**src/rtl/csrb_pkg.sv**
```systemverilog
`timescale 1ns / 1ps
// csrb_pkg: shared widths, types and register codes for the shade ramp builder.
// No dependencies; imported by every rtl module of the block but csrb_checker.
package csrb_pkg;

  localparam int DATA_W     = 16;              // color channel width
  localparam int NCH        = 3;               // red, green, blue
  localparam int MAX_SHADES = 64;
  localparam int IDX_W      = $clog2(MAX_SHADES);
  localparam int CNT_W      = 7;               // shade_count register width
  localparam int DAC_W      = 5;               // dac_bits register width
  localparam int SH_W       = 5;               // shift 0..16
  localparam int CFG_W      = 7;               // widest register
  localparam int DEN_W      = 8;               // divisor 4n-2, up to 254
  localparam int NUM_W      = 20;              // dividend 4r+2n-1, zero padded
  localparam int DIV_BITS   = 4;               // quotient bits per stage
  localparam int DIV_STAGES = NUM_W / DIV_BITS;
  localparam int Q_W        = 18;              // quotient fits in 18 bits
  localparam int PROD_W     = Q_W + IDX_W;

  // register indexes
  localparam logic REG_SHADE_COUNT = 1'b0;
  localparam logic REG_DAC_BITS    = 1'b1;

  // derived configuration, held while items are in flight
  typedef struct packed {
    logic [CNT_W-1:0] n;      // effective shade count 1..MAX_SHADES
    logic [IDX_W-1:0] nm1;    // n - 1
    logic [DEN_W-1:0] den;    // 4n - 2
    logic [SH_W-1:0]  sh;     // 16 - dac_bits
  } cfg_t;

  typedef struct packed {
    logic [DEN_W-1:0] rem;
    logic [NUM_W-1:0] num;
    logic [NUM_W-1:0] quo;
  } div_t;

  typedef struct packed {
    logic [NCH-1:0][DATA_W-1:0] base;
    logic [NCH-1:0][DATA_W-1:0] r;
    div_t [NCH-1:0]             div;
    logic                       last;
  } pipe_t;

  typedef struct packed {
    logic [NCH-1:0][DATA_W-1:0] base;
    logic [NCH-1:0][DATA_W-1:0] step;
    logic                       last;
  } load_t;

endpackage

```
**src/rtl/csrb_div_stage.sv**
```systemverilog
`timescale 1ns / 1ps
// csrb_div_stage: one register stage of the restoring divider, DIV_BITS
// quotient bits per channel per stage. Depends on csrb_pkg.
module csrb_div_stage (
  input  logic                  clk,
  input  logic                  rst,
  input  logic                  en,
  input  logic [csrb_pkg::DEN_W-1:0] den,
  input  logic                  in_valid,
  input  csrb_pkg::pipe_t       in_item,
  output logic                  out_valid,
  output csrb_pkg::pipe_t       out_item
);
  import csrb_pkg::*;

  pipe_t item_next;

  always_comb begin
    logic [DEN_W:0] tmp;
    div_t           dv;
    item_next = in_item;
    for (int c = 0; c < NCH; c++) begin
      dv = in_item.div[c];
      for (int b = 0; b < DIV_BITS; b++) begin
        tmp    = {dv.rem, dv.num[NUM_W-1]};
        dv.num = {dv.num[NUM_W-2:0], 1'b0};
        if (tmp >= {1'b0, den}) begin
          dv.rem = DEN_W'(tmp - {1'b0, den});
          dv.quo = {dv.quo[NUM_W-2:0], 1'b1};
        end else begin
          dv.rem = tmp[DEN_W-1:0];
          dv.quo = {dv.quo[NUM_W-2:0], 1'b0};
        end
      end
      item_next.div[c] = dv;
    end
  end

  always_ff @(posedge clk) begin
    if (rst) begin
      out_valid <= 1'b0;
    end else if (en) begin
      out_valid <= in_valid;
    end
    if (en) begin
      out_item <= item_next;
    end
  end

endmodule

```
**src/rtl/csrb_step_pipe.sv**
```systemverilog
`timescale 1ns / 1ps
// csrb_step_pipe: per-channel step computation, truncation, divider stages,
// clamp and rescale. Depends on csrb_pkg and csrb_div_stage.
module csrb_step_pipe (
  input  logic                  clk,
  input  logic                  rst,
  input  logic                  en,
  input  csrb_pkg::cfg_t        cfg,
  input  logic                  in_valid,
  input  logic [csrb_pkg::NCH-1:0][csrb_pkg::DATA_W-1:0] in_base,
  input  logic                  in_last,
  output logic                  out_valid,
  output csrb_pkg::load_t       out_load
);
  import csrb_pkg::*;

  logic  [DIV_STAGES:0] vld;
  pipe_t                stg [DIV_STAGES+1];
  pipe_t                front_next;
  logic                 front_valid;
  pipe_t                front_item;
  logic                 cap_valid;
  pipe_t                cap_item;
  logic [NCH-1:0]       cap_gt;
  logic [NCH-1:0]       gt_next;
  load_t                load_next;

  // front: truncate to DAC width and form 4r + 2n - 1
  always_comb begin
    logic [DATA_W-1:0] r;
    front_next      = '0;
    front_next.base = in_base;
    front_next.last = in_last;
    for (int c = 0; c < NCH; c++) begin
      r = in_base[c] >> cfg.sh;
      front_next.r[c]       = r;
      front_next.div[c].num = NUM_W'({r, 2'b00}) + NUM_W'({cfg.n, 1'b0}) - NUM_W'(1);
    end
  end

  always_ff @(posedge clk) begin
    if (rst) begin
      front_valid <= 1'b0;
    end else if (en) begin
      front_valid <= in_valid;
    end
    if (en) begin
      front_item <= front_next;
    end
  end

  assign vld[0] = front_valid;
  assign stg[0] = front_item;

  for (genvar s = 0; s < DIV_STAGES; s++) begin : g_div
    csrb_div_stage u_div (
      .clk      (clk),
      .rst      (rst),
      .en       (en),
      .den      (cfg.den),
      .in_valid (vld[s]),
      .in_item  (stg[s]),
      .out_valid(vld[s+1]),
      .out_item (stg[s+1])
    );
  end

  // rounded quotient may exceed floor(r/(n-1)) by one at most
  always_comb begin
    logic [PROD_W-1:0] prod;
    gt_next = '0;
    for (int c = 0; c < NCH; c++) begin
      prod = PROD_W'(stg[DIV_STAGES].div[c].quo[Q_W-1:0]) * PROD_W'(cfg.nm1);
      gt_next[c] = prod > PROD_W'(stg[DIV_STAGES].r[c]);
    end
  end

  always_ff @(posedge clk) begin
    if (rst) begin
      cap_valid <= 1'b0;
    end else if (en) begin
      cap_valid <= vld[DIV_STAGES];
    end
    if (en) begin
      cap_item <= stg[DIV_STAGES];
      cap_gt   <= gt_next;
    end
  end

  always_comb begin
    logic [Q_W-1:0] q;
    load_next      = '0;
    load_next.base = cap_item.base;
    load_next.last = cap_item.last;
    for (int c = 0; c < NCH; c++) begin
      q = cap_item.div[c].quo[Q_W-1:0] - Q_W'(cap_gt[c]);
      if (cfg.nm1 == '0) begin
        q = '0;   // single-entry ramp
      end
      load_next.step[c] = DATA_W'(q << cfg.sh);
    end
  end

  always_ff @(posedge clk) begin
    if (rst) begin
      out_valid <= 1'b0;
    end else if (en) begin
      out_valid <= cap_valid;
    end
    if (en) begin
      out_load <= load_next;
    end
  end

endmodule

```
**src/rtl/csrb_ramp_gen.sv**
```systemverilog
`timescale 1ns / 1ps
// csrb_ramp_gen: output register and shade sequencer, one shade per transaction.
// Depends on csrb_pkg.
module csrb_ramp_gen (
  input  logic                  clk,
  input  logic                  rst,
  input  csrb_pkg::cfg_t        cfg,
  input  logic                  ld_valid,
  input  csrb_pkg::load_t       ld,
  output logic                  ld_take,
  input  logic                  out_ready,
  output logic                  out_valid,
  output logic [csrb_pkg::NCH-1:0][csrb_pkg::DATA_W-1:0] out_color,
  output logic [csrb_pkg::IDX_W-1:0] out_index,
  output logic                  out_last_ramp,
  output logic                  out_end_table
);
  import csrb_pkg::*;

  logic                       busy;
  logic [NCH-1:0][DATA_W-1:0] acc;
  logic [NCH-1:0][DATA_W-1:0] step;
  logic [IDX_W-1:0]           idx;
  logic                       last_color;
  logic                       at_last;

  assign at_last = (idx == cfg.nm1);
  assign ld_take = ld_valid && (!busy || (out_ready && at_last));

  always_ff @(posedge clk) begin
    if (rst) begin
      busy <= 1'b0;
    end else if (ld_take) begin
      busy <= 1'b1;
    end else if (out_ready && at_last) begin
      busy <= 1'b0;
    end
    if (ld_take) begin
      acc        <= ld.base;
      step       <= ld.step;
      idx        <= '0;
      last_color <= ld.last;
    end else if (busy && out_ready) begin
      for (int c = 0; c < NCH; c++) begin
        acc[c] <= acc[c] - step[c];
      end
      idx <= idx + IDX_W'(1);
    end
  end

  assign out_valid     = busy;
  assign out_color     = acc;
  assign out_index     = idx;
  assign out_last_ramp = at_last;
  assign out_end_table = at_last && last_color;

endmodule

```
**src/rtl/color_shade_ramp_builder.sv**
```systemverilog
`timescale 1ns / 1ps
// Shade ramp builder top level: config registers, step pipeline, ramp sequencer.
// Depends on csrb_pkg, csrb_step_pipe and csrb_ramp_gen.
// Throughput: one shade per cycle while m_tready is high; a base color yields
//   shade_count shades (clamped to 1..64), issued by the ramp sequencer.
// The 8-stage step pipeline takes one color per unstalled cycle; it stalls as a whole.
// Reset (synchronous rst): pipeline and output emptied, shade_count = 16, dac_bits = 8.
module color_shade_ramp_builder (
  input  logic        clk,
  input  logic        rst,
  // configuration write port
  input  logic        cfg_we,
  input  logic        cfg_index,
  input  logic [6:0]  cfg_data,
  // input stream
  input  logic        s_tvalid,
  output logic        s_tready,
  input  logic [47:0] s_tdata,   // base_red[15:0], base_green[31:16], base_blue[47:32]
  input  logic        s_tlast,   // is_last_color
  // output stream
  output logic        m_tvalid,
  input  logic        m_tready,
  output logic [55:0] m_tdata,   // shade_red[15:0], shade_green[31:16],
                                 // shade_blue[47:32], shade_index[53:48], zero[55:54]
  output logic        m_tlast,   // last_of_ramp
  output logic        m_tuser    // end_of_table
);
  import csrb_pkg::*;

  cfg_t cfg;
  logic [CNT_W-1:0] n_new;
  logic [DAC_W-1:0] dac_new;

  // Config is kept in derived form: effective count, n-1, divisor 4n-2 and
  // the truncation shift. Users must write only while the block is idle (unenforced).
  always_comb begin
    n_new = cfg_data[CNT_W-1:0];
    if (n_new == '0) begin
      n_new = CNT_W'(1);
    end else if (n_new > CNT_W'(MAX_SHADES)) begin
      n_new = CNT_W'(MAX_SHADES);
    end
    dac_new = cfg_data[DAC_W-1:0];
    if (dac_new > DAC_W'(DATA_W)) begin
      dac_new = DAC_W'(DATA_W);
    end
  end

  always_ff @(posedge clk) begin
    if (rst) begin
      cfg.n   <= CNT_W'(16);
      cfg.nm1 <= IDX_W'(15);
      cfg.den <= DEN_W'(62);
      cfg.sh  <= SH_W'(8);
    end else if (cfg_we) begin
      case (cfg_index)
        REG_SHADE_COUNT: begin
          cfg.n   <= n_new;
          cfg.nm1 <= IDX_W'(n_new - CNT_W'(1));
          cfg.den <= DEN_W'({n_new, 2'b00} - 9'd2);
        end
        REG_DAC_BITS: begin
          cfg.sh <= SH_W'(DATA_W) - SH_W'(dac_new);
        end
        default: begin
        end
      endcase
    end
  end

  // step pipeline advances whenever its last stage is empty or drained
  logic  pipe_valid;
  load_t pipe_load;
  logic  ld_take;
  logic  advance;
  logic [NCH-1:0][DATA_W-1:0] in_base;
  logic [NCH-1:0][DATA_W-1:0] out_color;
  logic [IDX_W-1:0]           out_index;

  assign advance  = !pipe_valid || ld_take;
  assign s_tready = advance;
  assign in_base  = s_tdata;

  csrb_step_pipe u_step (
    .clk      (clk),
    .rst      (rst),
    .en       (advance),
    .cfg      (cfg),
    .in_valid (s_tvalid),
    .in_base  (in_base),
    .in_last  (s_tlast),
    .out_valid(pipe_valid),
    .out_load (pipe_load)
  );

  // output register doubles as the ramp state; the next color loads on the
  // same edge the final shade of the current one is taken
  csrb_ramp_gen u_ramp (
    .clk          (clk),
    .rst          (rst),
    .cfg          (cfg),
    .ld_valid     (pipe_valid),
    .ld           (pipe_load),
    .ld_take      (ld_take),
    .out_ready    (m_tready),
    .out_valid    (m_tvalid),
    .out_color    (out_color),
    .out_index    (out_index),
    .out_last_ramp(m_tlast),
    .out_end_table(m_tuser)
  );

  assign m_tdata = {2'b00, out_index, out_color};

endmodule

```
**config.mk**
```make
export PLATFORM = sky130hd
export DESIGN_NAME = color_shade_ramp_builder
export DESIGN_NICKNAME = d
export VERILOG_FILES = /design/src/rtl/csrb_pkg.sv /design/src/rtl/csrb_div_stage.sv /design/src/rtl/csrb_step_pipe.sv /design/src/rtl/csrb_ramp_gen.sv /design/src/rtl/color_shade_ramp_builder.sv
export SDC_FILE = /design/constraint.sdc
export NUM_CORES = 2
export LEC_CHECK = 0
export ABC_CLOCK_PERIOD_IN_PS = 73900
export BUFFER_PORTS_ARGS = -buffer_cell sky130_fd_sc_hd__buf_2
export CORE_MARGIN = 4
export CORE_UTILIZATION = 37
export CTS_CLUSTER_DIAMETER = 150
export DETAILED_ROUTE_END_ITERATION = 7
export HOLD_SLACK_MARGIN = 0.15
export MAX_ROUTING_LAYER = met4
export PLACE_DENSITY = 0.63
export SLEW_MARGIN = 20
export SYNTH_ARGS = -nofsm -noshare
export SYNTH_HDL_FRONTEND = slang
export SYNTH_SLANG_ARGS = --single-unit
export TNS_END_PERCENT = 30
```
**constraint.sdc**
```tcl
create_clock -name clk -period 73.9 [get_ports clk]
set_input_delay 11.085 -clock clk [delete_from_list [all_inputs] [get_ports clk]]
set_output_delay 11.085 -clock clk [all_outputs]
set_load 0.02 [all_outputs]
```
## Yosys cells after proc, flatten, opt, wreduce, memory -nomap -nowiden

Cells that the tools add are included.
W data, S select, Z words.

- Add/subtract/negate cells: 73
- Multipliers: 3
- Div/mod/pow operators: 0
- $lt $le $gt $ge: 65
- Equal/unequal tests: 1
- Shift operators: 6
- Muxes and demuxes: 121
- Bitwise logic cells: 1
- Reductions and logical operators: 14

Operators by type and width:

| cell | number |
|---|---|
| $ge A9 B8 Y1 | 57 |
| $mux W8 | 57 |
| $sub A8 B8 Y8 | 54 |
| $mux W48 | 2 |
| $gt A24 B16 Y1 | 3 |
| $mul A18 B6 Y24 | 3 |
| $sub A20 B1 Y20 const B | 3 |
| $add A18 B8 Y19 | 3 |
| $mux W1 | 56 |
| $mux W18 | 3 |
| $shl A18 B5 Y16 | 3 |
| $sub A18 B1 Y18 | 3 |
| $shr A16 B5 Y16 | 3 |
| $sub A16 B16 Y16 | 3 |
| $ge A1 B8 Y1 | 3 |
| $sub A1 B8 Y8 | 3 |
| $mux W7 | 2 |
| $sub A8 B2 Y8 const B | 1 |
| $gt A7 B7 Y1 const B | 1 |
| $logic_not A7 Y1 | 1 |
| $add A6 B1 Y6 const B | 1 |
| $eq A6 B6 Y1 | 1 |
| $logic_not A6 Y1 | 1 |
| $sub A6 B1 Y6 const B | 1 |
| 9 further kinds | 16 |

- Register bits: 1349
- Bits in latches: 0
- Bits in writable memories: 0
- Memory bits (read-only): 0
- Bits of input ports: 62
- Output and inout bits: 60
- Word-level logic and storage cells: 404
- Memories kept: 0

## Longest topological paths before layout

- Word-level depth: 8
- Depth in mapped cells: 41
- Mapped depth without buffers: 39

## Modules after synthesis

Synthesis repeated with hierarchy kept, for this count alone.

- Cell total of the unflattened synthesis: 8125
- Area, all modules: 96775.3 µm²

By module, submodules not included:

| module | times used | cells each | area an instance (µm²) | sequential area each (µm²) |
|---|---|---|---|---|
| csrb_div_stage (u_step.g_div[0].u_div ...) | 3 | 908 | 12131.6 | 6896.6 |
| csrb_step_pipe | 1 | 2926 | 29319.4 | 10540.1 |
| csrb_div_stage (u_step.g_div[2].u_div) | 1 | 905 | 12084.1 | 6896.6 |
| csrb_div_stage (u_step.g_div[3].u_div) | 1 | 903 | 12054.1 | 6896.6 |
| csrb_ramp_gen | 1 | 560 | 6028.3 | 3052.9 |
| color_shade_ramp_builder | 1 | 107 | 894.6 | 360.3 |

## Least setup slack after synthesis

OpenSTA, ideal clock, no wires.

- Path kind: input -> output
- Start point: input m_tready
- End point: output s_tready
- Arrival time: 36.103 ns
- Data required time: 62.815 ns
- Slack: 26.712 ns
- Stages on the path: 2
- Path buffers: 0
- Cell sequence: a21boi_0 nand2_1

- Longest elaborated chain between the ends: 4

Ends and longest elaborated chain:

| item | line | RTL |
|---|---|---|
| start, declared | color_shade_ramp_builder.sv:22 | `input logic m_tready,` |
| $logic_and A1 B1 Y1 | csrb_ramp_gen.sv:28 | `assign ld_take = ld_valid && (!busy \|\| (out_ready && at_last));` |
| $logic_or A1 B1 Y1 | csrb_ramp_gen.sv:28 |  |
| $logic_and A1 B1 Y1 | csrb_ramp_gen.sv:28 |  |
| $logic_or A1 B1 Y1 | color_shade_ramp_builder.sv:80 | `assign advance = !pipe_valid \|\| ld_take;` |
| end, declared | color_shade_ramp_builder.sv:17 | `output logic s_tready,` |

No other way between the ends.

## Worst setup path after layout

Ends and elaborated chain as after synthesis.

==> results.md <==
- Register bit total from synthesis: about 1300
- CP arrival: approximately 13 ns
- Final period util: 0.3198
- Static leakage: between 0.03 and 0.04 uW
- Max VDD drop: ~0.00007 V
- Post-synth top area share: 0.4940
- Core box area: about 210000 um2
- Most area-hungry cell type in the Yosys netlist: edfxtp_1
- Area of the multi-input gates: 35910 um2
- Die Area: ~220000 um2
- Fmax: roughly 0.042 GHz
- Top-count cell post-synth: edfxtp_1
- Initial core utilization: 0.3734
- Top post-synthesis cells by area: edfxtp_1 (49%), ha_1 (8.8%), fa_1 (6.5%)
- Data required, critical path: between 60 and 70 ns
- Vias in the first global route: 51210
- Placed instance area: between 80000 and 90000 um2
- Status: complete, no violations
- Pwr/cell area: around 51 nW/um2
- TritonCTS buffer count: 139
- Setup TNS: 0 ns
- All-Layer GR Usage: 0.1744
- Fillers: between 15000 and 20000
- DRT Pass-1 Iters: 6
- Synth top cells by count: edfxtp_1 (1277), nand2_1 (594), inv_1 (556)
- Cell Area, Synth: between 70000 and 80000 um2
- Final Hold Viols: 0
- Syn Area/Cell: approximately 12 um2
- Post-route insts no fill: 9599
- Final Skew: between 0.03 and 0.04 ns
- Synth-to-Final Area Change: 11.10%
- Endpoint class of the critical path: output port
- Top Ports: 122
- Worst hold path class: reg2reg
- Pre-CTS WS: between 50 and 60 ns
- Asr flop ratio synth: 0
- PnR worst setup slack: around 50 ns
- Total gr overflow: 0
- Worst-margin pin slew: 1.062 ns
- Total power draw: 4404 uW
- Post-DR wirelength/cell: 19.37 um
- Sequential element share of the synthesized area: 0.5025
- Synth warn: 0
- Max Cap Violations: 0
- DRC marker count from the first detailed-route iteration: 3564
- Number of cell rows: around 170
- Post-DP HPWL: 136200 um
- Fraction of layout cells with a size suffix above 1: 0.1069
- DRT antenna net count: 0
- Netlist cell types: 95
- Clock Latency Late Sink: 0.79 ns
- Reg area: around 39000 um2
- CTS max path bufs: 3
- Clk sinks: 1310
- Post-cts sizing count: 0
- Root buffer cell: clkbuf_16
- H-tree levels: 4
- Slew HR: 0.2918
- NumNets Final: 7552
- CP startpoint kind: primary input
- Post-synth EDFFs: ~1300
- Final wirelength: 185900 um
- Vias per inst: between 5 and 6
- TritonCTS clock tree: built
- Post-route design area: approximately 86000 um2
- Die span in y: ~470 um
- Unrepaired setup endpoints after global routing: no
- Crit Path Max Fanout: between 50 and 60
- Die width: between 400 and 500 um
- Largest net degree at the start of global routing: around 190
- CTS Hold Buffers Added: 0
- Crit Path Category: in2out
- Syn Inst Count: about 6500
- Placed insts: between 9000 and 10000
- Gpl congestion: between 0.8 and 0.9
- Synth Flop Type: edfxtp_1
- Clk slew on worst S/H paths: 0.06 ns
- Fin. max-slew vios: 0
- Final Setup Violations: 0
- IO Port Bufs: around 120
- Tmin final: about 24 ns
- First-pass GRT wire length: just under 300000 um
- Number of remaining DRC errors: 0
- Post-CTS Setup Bufs: 0
- Antenna violations before repair: 21
- Vias: 50770
[critical path: stages]
cell and delay [ns]:
buf_2 0.11, a21boi_0 0.48, nand2_4 0.52, buf_2 0.34
[cell families (layout without fill, tap and decap cells)]
group	Yosys count	count (layout)	share of synthesized area
AOI/OAI and AO/OA	1175	1175	0.09920
xor gates and xnor gates	462	462	0.05212
adders and majority gates	798	798	0.1530
buffers and inverters	720	989	0.03547
DFF	1310	1310	0.5025
muxes	335	335	0.05046
other	1	11	0.00004831
and+or+nand+nor	1731	1731	0.1072
[layer usage]
layer	global-route usage	routed length, um	up-vias
li1	-	-	24100
met1	0.2226	81150	25100
met2	0.2814	88260	1223
met3	0.03061	10620	353
met4	0.05833	5887	0
met5	-	0	-
[registers in the layout, summed over array words and instances (netlist names)]
register,cells
cfg,18
u_ramp.last_color,1
u_ramp.out_color,48
u_ramp.out_index,6
u_ramp.out_valid,1
u_ramp.step,48
u_step.cap_gt,3
u_step.cap_item,97
u_step.cap_valid,1
u_step.front_item,152
u_step.front_valid,1
u_step.g_div.u_div.out_item,831
u_step.g_div.u_div.out_valid,5
u_step.out_load,97
u_step.out_valid,1
[where the power goes]
part	switching (uW)	leakage (uW)	internal [uW]
clock	298	0.00223	403
combinational	1390	0.0198	1240
sequential	83.8	0.0142	987
[cell usage in the layout (no fill, tap or decap), types with 91 or more instances in the layout]
cell type / synthesis / final
fa_1: 252 / 252
inv_1: 556 / 549
a21o_1: 124 / 124
xnor2_1: 294 / 294
mux2i_1: 91 / 91
xor2_1: 168 / 168
o21ai_0: 212 / 211
a21oi_1: 345 / 345
nor2_1: 387 / 387
buf_2: 8 / 119
mux2_2: 218 / 218
edfxtp_1: 1277 / 1277
nand2_1: 594 / 593
ha_1: 546 / 546
clkbuf_16: 0 / 140
nand3_1: 92 / 92
nor3_1: 136 / 135
[per-stage QoR]
stage | utilization | hold slack (ns)
global route | 0.4148 | 0.4105
CTS | 0.4148 | 0.4036
finish | 0.4149 | 0.4032
detailed placement | 0.3925 | 0.4045
floorplan | - | 0.4003
global placement | 0.3925 | 0.4001
[cell type report]
class,count,share of cell area
sequential,1310,0.4525
multi-input combinational,4503,0.4164
clock buffer,171,0.04220
tap,2788,0.04044
inverter,565,0.02465
timing repair buffer,173,0.01204
clock inverter,80,0.01153
antenna,9,0.0002611
[worst paths after layout]
| check | start | end | slack, ns | cells past startpoint |
|---|---|---|---|---|
| min | u_step.g_div[2].u_div.out_item[53]$_DFFE_PP_ | u_step.g_div[3].u_div.out_item[57]$_DFFE_PP_ | 0.40 | 0 |
| min reg2reg | u_step.g_div[2].u_div.out_item[53]$_DFFE_PP_ | u_step.g_div[3].u_div.out_item[57]$_DFFE_PP_ | 0.40 | 0 |
| max | m_tready | s_tready | 50.27 | 4 |
| max reg2reg | cfg[16]$_SDFFE_PP1P_ | u_step.g_div[1].u_div.out_item[94]$_DFFE_PP_ | 63.55 | 33 |
No activity file was read; power rests on OpenSTA's default activity.
